File: config.mk
export PLATFORM = sky130hd
export DESIGN_NAME = ngm_dist
export DESIGN_NICKNAME = d
export VERILOG_FILES = /design/src/rtl/ngm_pkg.sv /design/src/rtl/ngm_dist.sv
export SDC_FILE = /design/constraint.sdc
export NUM_CORES = 1
export LEC_CHECK = 0
export ABC_CLOCK_PERIOD_IN_PS = 15320
export BUFFER_PORTS_ARGS = -buffer_cell sky130_fd_sc_hd__buf_2
export CAP_MARGIN = 20
export CORE_MARGIN = 8
export CORE_UTILIZATION = 55
export CTS_BUF_LIST = sky130_fd_sc_hd__clkbuf_4
export DETAILED_ROUTE_END_ITERATION = 7
export PLACE_DENSITY = 0.74
export RECOVER_POWER = 25
export SLEW_MARGIN = 20
export SYNTH_ARGS = -nofsm -noshare
export SYNTH_HDL_FRONTEND = slang
export SYNTH_SLANG_ARGS = --single-unit
File: constraint.sdc
create_clock -name i_clk -period 15.32 [get_ports i_clk]
set_input_delay 2.298 -clock i_clk [delete_from_list [all_inputs] [get_ports i_clk]]
set_output_delay 2.298 -clock i_clk [all_outputs]
set_load 0.05 [all_outputs]
File: src/rtl/ngm_pkg.sv
// ngm_pkg: shared types, codes and constants of the nearest glyph match block
// no dependencies
package ngm_pkg;

    // default sizes
    localparam int NUM_GLYPHS_DEF = 256;
    localparam int BLOCK_SIDE_DEF = 8;

    // output distance saturates at this value
    localparam logic [21:0] DIST_MAX = 22'h3F_FFFF;

    // register map, index = byte address / 4
    localparam int CFG_AW = 4;
    localparam logic [1:0] REG_SQUARED   = 2'd0;
    localparam logic [1:0] REG_INVERSION = 2'd1;
    localparam logic [1:0] REG_FLIP      = 2'd2;

    // input operation codes
    localparam logic [1:0] OP_LOAD  = 2'd0;
    localparam logic [1:0] OP_ALIVE = 2'd1;
    localparam logic [1:0] OP_QUERY = 2'd2;

    typedef struct packed {
        logic [1:0] op;
        logic [7:0] glyph_index;
        logic [5:0] pixel_index;
        logic [7:0] pixel_value;
        logic       alive_flag;
        logic       last_pixel;
    } t_in_word;

    typedef struct packed {
        logic [7:0]  best_glyph;
        logic [7:0]  alive_rank;
        logic        inverted;
        logic        mirror_x;
        logic        mirror_y;
        logic [21:0] distance;
        logic        no_glyph;
    } t_out_word;

    // search sequencer states
    typedef enum logic [2:0] {
        ST_IDLE,
        ST_SCAN,
        ST_RUN,
        ST_WAIT,
        ST_CMP,
        ST_DONE
    } t_state;

    // control from the sequencer to the distance accumulators
    typedef struct packed {
        logic clr;
        logic en;
        logic sq;
    } t_dist_ctl;

endpackage

File: src/rtl/ngm_dist.sv
// ngm_dist: plain and inverted distance accumulators, one pixel pair per cycle while enabled
// depends on ngm_pkg
module ngm_dist #(
    parameter int ACC_W = 22
) (
    input  logic              i_clk,
    input  ngm_pkg::t_dist_ctl i_ctl,
    input  logic [7:0]        i_query,
    input  logic [7:0]        i_glyph,
    output logic [ACC_W-1:0]  o_acc_plain,
    output logic [ACC_W-1:0]  o_acc_inv
);
    import ngm_pkg::*;

    logic [7:0]       ad_plain;
    logic [7:0]       ad_inv;
    logic [7:0]       glyph_inv;
    logic [15:0]      term_plain;
    logic [15:0]      term_inv;
    logic [ACC_W-1:0] r_acc_plain;
    logic [ACC_W-1:0] r_acc_inv;

    // absolute differences against the glyph and its inverse, squared when sq is set
    always_comb begin
        glyph_inv = 8'd255 - i_glyph;
        ad_plain  = (i_query >= i_glyph) ? i_query - i_glyph : i_glyph - i_query;
        ad_inv    = (i_query >= glyph_inv) ? i_query - glyph_inv : glyph_inv - i_query;
        term_plain = i_ctl.sq ? 16'(ad_plain) * 16'(ad_plain) : 16'(ad_plain);
        term_inv   = i_ctl.sq ? 16'(ad_inv) * 16'(ad_inv) : 16'(ad_inv);
    end

    // clear or accumulate
    always_ff @(posedge i_clk) begin
        if (i_ctl.clr) begin
            r_acc_plain <= '0;
            r_acc_inv   <= '0;
        end else if (i_ctl.en) begin
            r_acc_plain <= r_acc_plain + ACC_W'(term_plain);
            r_acc_inv   <= r_acc_inv + ACC_W'(term_inv);
        end
    end

    assign o_acc_plain = r_acc_plain;
    assign o_acc_inv   = r_acc_inv;
endmodule

Word level (Yosys, flattened, before mapping)
Cells that the tools add are included.
{"block": "classes", "add_sub_neg": 7, "n_mul": 2, "n_lt_le_gt_ge": 2, "muxes": 4}
{"cell": "adder 22 x 16 -> 22 bit", "count": 2}
{"cell": "multiplier 8 x 8 -> 16 bit", "count": 2}
{"cell": "2-to-1 mux 16 bit", "count": 2}
{"cell": "subtractor 8 bit", "count": 4}
{"cell": "greater-or-equal comparator 8 bit", "count": 2}
{"cell": "2-to-1 mux 8 bit", "count": 2}
{"cell": "subtractor 8 bit, first input constant", "count": 1}
{"block": "word_totals", "ff_bits": 44, "wordCells": 17}

Logic depth before layout (Yosys ltp)
Gate-level depths: netlist of the first run.
{"block": "logic_depth", "word_depth": 6, "depth_mapped": 37, "mapped_depth_nobuf": 37}

Least setup slack after synthesis of the first run
Ideal clock, no wire load.
{"block": "synth_timing", "kind": "input to register", "from": "input i_query[2]", "to": "register r_acc_inv[18], in the netlist o_acc_inv[18]", "setup_time_ns": 0.121, "t_arrival_ns": 9.762, "t_required_ns": 15.199, "setup_slack_ns": 5.438, "cell_stages": 35, "path_buffers": 1, "cell_sequence": "inv_1 -> ha_1 -> buf_6 -> and3b_1 -> o31a_1 -> nor3_4 -> mux2i_1 -> o31ai_4 -> a31oi_1 -> o211ai_2 -> or2_1 -> fa_1 -> inv_1 -> fa_1 -> fa_1 -> inv_1 -> fa_1 -> inv_1 -> ha_1 -> nor3_1 -> nor2_1 -> a31oi_1 -> nor2b_1 -> o21ai_0 -> nor2b_1 -> xnor2_1 -> and2_1 -> ha_1 -> nand3_1 -> nor2b_1 -> o211ai_1 -> a21oi_1 -> o21ai_0 -> a21boi_0 -> mux2_2"}
{"block": "synth_via", "elab_chain_len": 5, "elab_cells_between_ends": 7}
{"item": "start: declaration", "line_no": "ngm_dist.sv:8", "source": "input logic [7:0] i_query,"}
{"item": "subtractor 8 bit / greater-or-equal comparator 8 bit (equally long branches)", "line_no": "ngm_dist.sv:27", "source": "ad_inv = (i_query >= glyph_inv) ? i_query - glyph_inv : glyph_inv - i_query;"}
{"item": "2-to-1 mux 8 bit (*)", "line_no": "ngm_dist.sv:27"}
{"item": "multiplier 8 x 8 -> 16 bit", "line_no": "ngm_dist.sv:29", "source": "term_inv = i_ctl.sq ? 16'(ad_inv) * 16'(ad_inv) : 16'(ad_inv);"}
{"item": "2-to-1 mux 16 bit (*)", "line_no": "ngm_dist.sv:29"}
{"item": "adder 22 x 16 -> 22 bit (*)", "line_no": "ngm_dist.sv:39", "source": "r_acc_inv <= r_acc_inv + ACC_W'(term_inv);"}
{"item": "end signal: assignment", "line_no": "ngm_dist.sv:39"}
{"item": "end: declaration", "line_no": "ngm_dist.sv:21", "source": "logic [ACC_W-1:0] r_acc_inv;"}
Every way passes the cells marked *; elsewhere a longest branch is shown, timed or not.
A chain may end at the register's enable or synchronous reset.

Worst setup path in the final report of the first run
{"block": "layout_timing", "from": "input i_query[3]", "to": "register r_acc_inv[20], in the netlist o_acc_inv[20]"}
Same word-level chain as after synthesis.

==> results of run 1 <==
[worst min-delay path by stage]
stage	from	endpoint	slack (ps)	cells after the start
after floorplan	o_acc_inv[6]	o_acc_inv[6]	700	2
after global placement	o_acc_inv[6]	o_acc_inv[6]	490	2
after detailed placement	o_acc_inv[6]	o_acc_inv[6]	490	2
after CTS	o_acc_inv[6]	o_acc_inv[6]	510	2
after global routing	o_acc_plain[4]	o_acc_plain[4]	540	2
final	o_acc_inv[6]	o_acc_inv[6]	520	2
[kinds of logic (layout without fill, tap and decap cells)]
group / Yosys count / after routing / synth area share (%)
and+or+nand+nor: 301 / 301 / 19.1
AOI/OAI and AO/OA: 192 / 192 / 16.1
adders and majority gates: 181 / 181 / 34.3
buffers and inverters: 154 / 201 / 7.61
xor gates and xnor gates: 64 / 64 / 7.29
DFF: 44 / 44 / 11.3
muxes: 33 / 33 / 4.32
other: 0 / 1 / 0
[per-stage QoR]
stage	hold slack [ps]	utilization (%)	instance area [um2]
6_report	516	59.7	8290
4_1_cts	514	59.9	8320
3_3_place_gp	487	59.3	8230
3_5_place_dp	493	59.3	8230
5_1_grt	541	59.7	8290
2_1_floorplan	700	-	7790
[flip-flops by register name, summed over array words and instances (netlist names)]
signal       cells
o_acc_inv       22
o_acc_plain     22
[Yosys cell counts, types with 6 or more instances]
library cell,count
dfxtp_1,44
ha_1,127
and3_1,6
inv_1,126
xnor2_1,38
or2_2,8
clkbuf_1,18
nand4_1,8
fa_1,54
a211oi_1,9
a21oi_1,57
o21bai_1,8
and2_1,18
o211ai_1,6
xor2_1,25
o21ai_0,33
nor2_1,117
a31oi_1,8
nor2b_1,25
mux2i_1,28
o21a_1,11
nand2_1,39
or3_1,13
o31ai_1,6
nand3_1,16
nor3_1,20
nand2b_1,13
a21o_1,18
[area by class of cell]
type | instances | area, um2 | area share, %
Multi-Input combinational cell | 771 | 6320 | 76.2
Sequential cell | 44 | 881 | 10.6
Inverter | 128 | 480 | 5.79
Timing Repair Buffer | 65 | 303 | 3.65
Tap cell | 180 | 225 | 2.72
Clock inverter | 3 | 47.5 | 0.573
Clock buffer | 5 | 37.5 | 0.453
Antenna cell | 1 | 2.50 | 0.0302
[worst max-delay path: cells and delay by family]
family / cells / cell delay, ps
adders and majority gates: 7 / 3010
muxes: 2 / 590
buffers and inverters: 6 / 630
and+or+nand+nor: 11 / 1910
AOI/OAI and AO/OA: 9 / 1780
xor gates and xnor gates: 2 / 840
[routing by layer]
| layer | part of all wire (%) | GRT usage, % |
|---|---|---|
| met1 | 49 | 25.3 |
| met2 | 45 | 30.1 |
| met3 | 4.6 | 1.78 |
| met4 | 1.5 | 5.12 |
| met5 | 0 | 0 |
==> metrics, run 1 <==
status=complete, no violations; worst clock skew=15.0 ps; clock buffer depth=2; syn_area_per_cell=8.04 um2; setup ws final=about 4600 ps; Critical Path Start Type=primary input; Syn Inst Count=969; leading register cell type out of synthesis=dfxtp_1; Finished Layout Cells=1197; Min-Delay Path Class=flop to flop; IO Count=64; Yosys top cell area share=20.4%; Slowest-stage cell, CP=xnor2_1; # resized after CTS=0; setup violators final=0; Critical Path RT=15610 ps; Hold Fails Final Rpt=0; postcts setup bufs=0; Slew @ Worst Pin=1010 ps; endpoint class of the critical path=flop; Final min period=10750 ps; drt wl/cell=14.2 um; Die Y=approximately 140 um; # fillers=1317; full die area=18200 um2; CTS Sinks=44; syn nets=1170; CP Launch Point=i_query[3]; reg-to-reg setup timing slack=around 12000 ps; area grow syn2layout=6.46%; total track usage=18.4%; core box area=~14000 um2; layout cells sized above 1=7.38%; root buffer cell=clkbuf_4; CP peak stage delay=770 ps; Cell variety after synth=66; initial antenna violation count=1; IO buf count=63; initial core utilization=56.1%; Site Rows=43; placed instance count=1188; most frequent cells in the layout=127 x ha_1, 126 x inv_1, 117 x nor2_1; post-synth top area cell=ha_1; pre-CTS WS=4170 ps; WS Path Type=primary input to flop; final period utilization=70.2%; number of global-route vias before repair=roughly 6200; Rel. slew slack=32.3%; GRT overflow=0; max cap viols=0; largest net degree at the start of global routing=48; Seq cells post-synth=between 40 and 50; vias post-DR=6514; Skew-Pair Late Insertion Delay=380 ps; Pre-Repair DR Iteration Count=5; first-pass GRT wire length=about 28 mm; DRC Markers=0; Area contributors post-synth=ha_1 20%, fa_1 14%, dfxtp_1 11%; ys async rst share=0%; Via density=5.44; Crit path arrival time=11040 ps; RSZ-0062 raised after global routing=false; mapped cell area=7790 um2; number of DRC markers in iteration 0=329; Die X=135 um; most frequent CP cell=inv_1; total wire length=16.9 mm; Slew Limit Fails=0; hold_buf cts=0; worst flop-to-flop path startpoint=o_acc_inv[0]; number of synthesized flops with an enable pin=0; CTS tree=done; Worst setup endpoint=o_acc_inv[20]; Worst R2R Path Depth=12; setup TNS=0 ps; H-tree levels=2; reg-to-reg endpoint=o_acc_inv[20]; CTS Buf Count=5; sequential fraction of the synthesis area=11.3%; RePlAce Congestion=0.940; ANT nets after route=0; commonest non-fill, non-tap cell in the layout=ha_1; Reg clk slew, reported paths=160 ps; Max Clock Freq=93.0 MHz; Final #Nets=1216; yosys warns=0; DP Wirelength=13.9 mm; Max Fanout on Critical Path=15
Power of run 1 is not shown: default switching activity piles up to over one toggle a cycle in this logic, so the estimate is an artifact.
==> inputs of run 2 (changes only) <==
--- a/config.mk
+++ b/config.mk
@@ -5,7 +5,7 @@
 export SDC_FILE = /design/constraint.sdc
 export NUM_CORES = 1
 export LEC_CHECK = 0
-export ABC_CLOCK_PERIOD_IN_PS = 15320
+export ABC_CLOCK_PERIOD_IN_PS = 11050
 export BUFFER_PORTS_ARGS = -buffer_cell sky130_fd_sc_hd__buf_2
 export CAP_MARGIN = 20
 export CORE_MARGIN = 8
==> constraint.sdc (replaced) <==
create_clock -name i_clk -period 11.05 [get_ports i_clk]
set_input_delay 1.6575 -clock i_clk [delete_from_list [all_inputs] [get_ports i_clk]]
set_output_delay 1.6575 -clock i_clk [all_outputs]
set_load 0.05 [all_outputs]
==> metrics, run 2 (synthesis gave the netlist of run 1 again) <==
Critical Path RT=11330 ps (-4280 ps); largest net degree at the start of global routing=48 (unchanged); CTS Buf Count=5 (unchanged); # resized after CTS=0 (unchanged); commonest non-fill, non-tap cell in the layout=ha_1; drt wl/cell=14.1 um (-0.31%); Skew-Pair Late Insertion Delay=370 ps (about the same); Rel. slew slack=29.0% (-3.4 points); Min-Delay Path Class=flop to flop; full die area=18200 um2 (unchanged); vias post-DR=6601 (+1.3%); ANT nets after route=0 (unchanged); number of global-route vias before repair=6313 (+1.8%); Die X=135 um (unchanged); first-pass GRT wire length=28.3 mm (-0.51%); CP peak stage delay=810 ps (+40 ps); Slowest-stage cell, CP=xnor2_1; IO Count=64 (unchanged); # fillers=1284 (-2.5%); DRC Markers=0 (unchanged); Crit path arrival time=10550 ps (-490 ps); WS Path Type=primary input to flop; DP Area=8270 um2 (+0.46%); root buffer cell=clkbuf_4; number of DRC markers in iteration 0=287 (-13%); Pre-Repair DR Iteration Count=5 (unchanged); Slew Limit Fails=0 (unchanged); total wire length=17.0 mm (+0.11%); postcts setup bufs=0 (unchanged); total track usage=18.3% (-0.15 points); Hold Fails Final Rpt=0 (unchanged); worst clock skew=18.6 ps (+3.67 ps); Design Area, Final=8370 um2 (+0.98%); DP Wirelength=13.8 mm (-0.41%); Via density=5.49 (+0.91%); initial core utilization=56.1% (unchanged); Max Fanout on Critical Path=15 (unchanged); Final #Nets=1221 (+0.41%); Die Y=135 um (unchanged); clock buffer depth=2 (unchanged); max cap viols=0 (unchanged); RePlAce Congestion=0.906 (-3.6%); core box area=13900 um2 (unchanged); Slew @ Worst Pin=1060 ps (+50.0 ps); Critical Path Start Type=primary input; area grow syn2layout=7.50%; Reg area=881 um2 (unchanged); final period utilization=roughly 93%; Site Rows=43 (unchanged); initial antenna violation count=1 (unchanged); layout cells sized above 1=7.93% (+0.55 points); setup violators final=0 (unchanged); status=complete, no violations; RSZ-0062 raised after global routing=false; H-tree levels=2 (unchanged); most frequent cells in the layout=127 x ha_1, 126 x inv_1, 117 x nor2_1; setup TNS=0 ps (unchanged); IO buf count=63 (unchanged); multi-input logic area=6320 um2 (unchanged); Max Clock Freq=97.4 MHz; endpoint class of the critical path=flop; Final min period=10270 ps; Reg clk slew, reported paths=140 ps (-20 ps); hold_buf cts=0 (unchanged); CTS tree=done; CTS Sinks=44 (unchanged); most frequent CP cell=inv_1; GRT overflow=0 (unchanged); final core utilization=60.3% (+0.59 points)
## run 2: changes by cell type in the layout (fill, tap and decap cells not counted)
cell	delta
clkbuf_1	-1
buf_4	+5
buf_2	+1
clkinv_4	-2
bufinv_16	+2
## run 2: area by class of cell
cell class                      count  area share [%]
Antenna cell                        1          0.0299
Timing Repair Buffer               70            4.08
Clock buffer                        5           0.448
Clock inverter                      3            1.08
Sequential cell                    44            10.5
Multi-Input combinational cell    771            75.4
Tap cell                          180            2.69
Inverter                          128            5.74
## run 2: worst paths after layout
check                     from  slack, ps  depth (start not counted)             to
setup / recovery    i_query[3]        780                         37  o_acc_inv[20]
hold / removal    o_acc_inv[6]        520                          2   o_acc_inv[6]
setup reg to reg  o_acc_inv[0]       8080                         12  o_acc_inv[20]
hold reg to reg   o_acc_inv[6]        520                          2   o_acc_inv[6]
## run 2: layer usage
layer	up-vias	global-route usage [%]	part of all wire, %
met3	15	1.82	4.4
li1	3382	-	-
met5	-	0	0
met1	3073	24.1	49
met4	0	4.50	1.1
met2	131	31.3	46
## run 2: stage by stage
stage	hold WS, ps	std cells	worst slack [ps]
floorplan	700	969	1810
global placement	485	1193	844
detailed placement	494	1193	477
CTS	514	1201	879
global route	533	1202	26.5
finish	516	1202	781
## run 2: critical path: cells and delay by family
| kind | cells | cell delay, ps |
|---|---|---|
| xor gates and xnor gates | 2 | 880 |
| AOI/OAI and AO/OA | 9 | 1970 |
| adders and majority gates | 7 | 3000 |
| and+or+nand+nor | 11 | 1850 |
| buffers and inverters | 6 | 640 |
| muxes | 2 | 510 |
Power of run 2 is left out for the same reason.
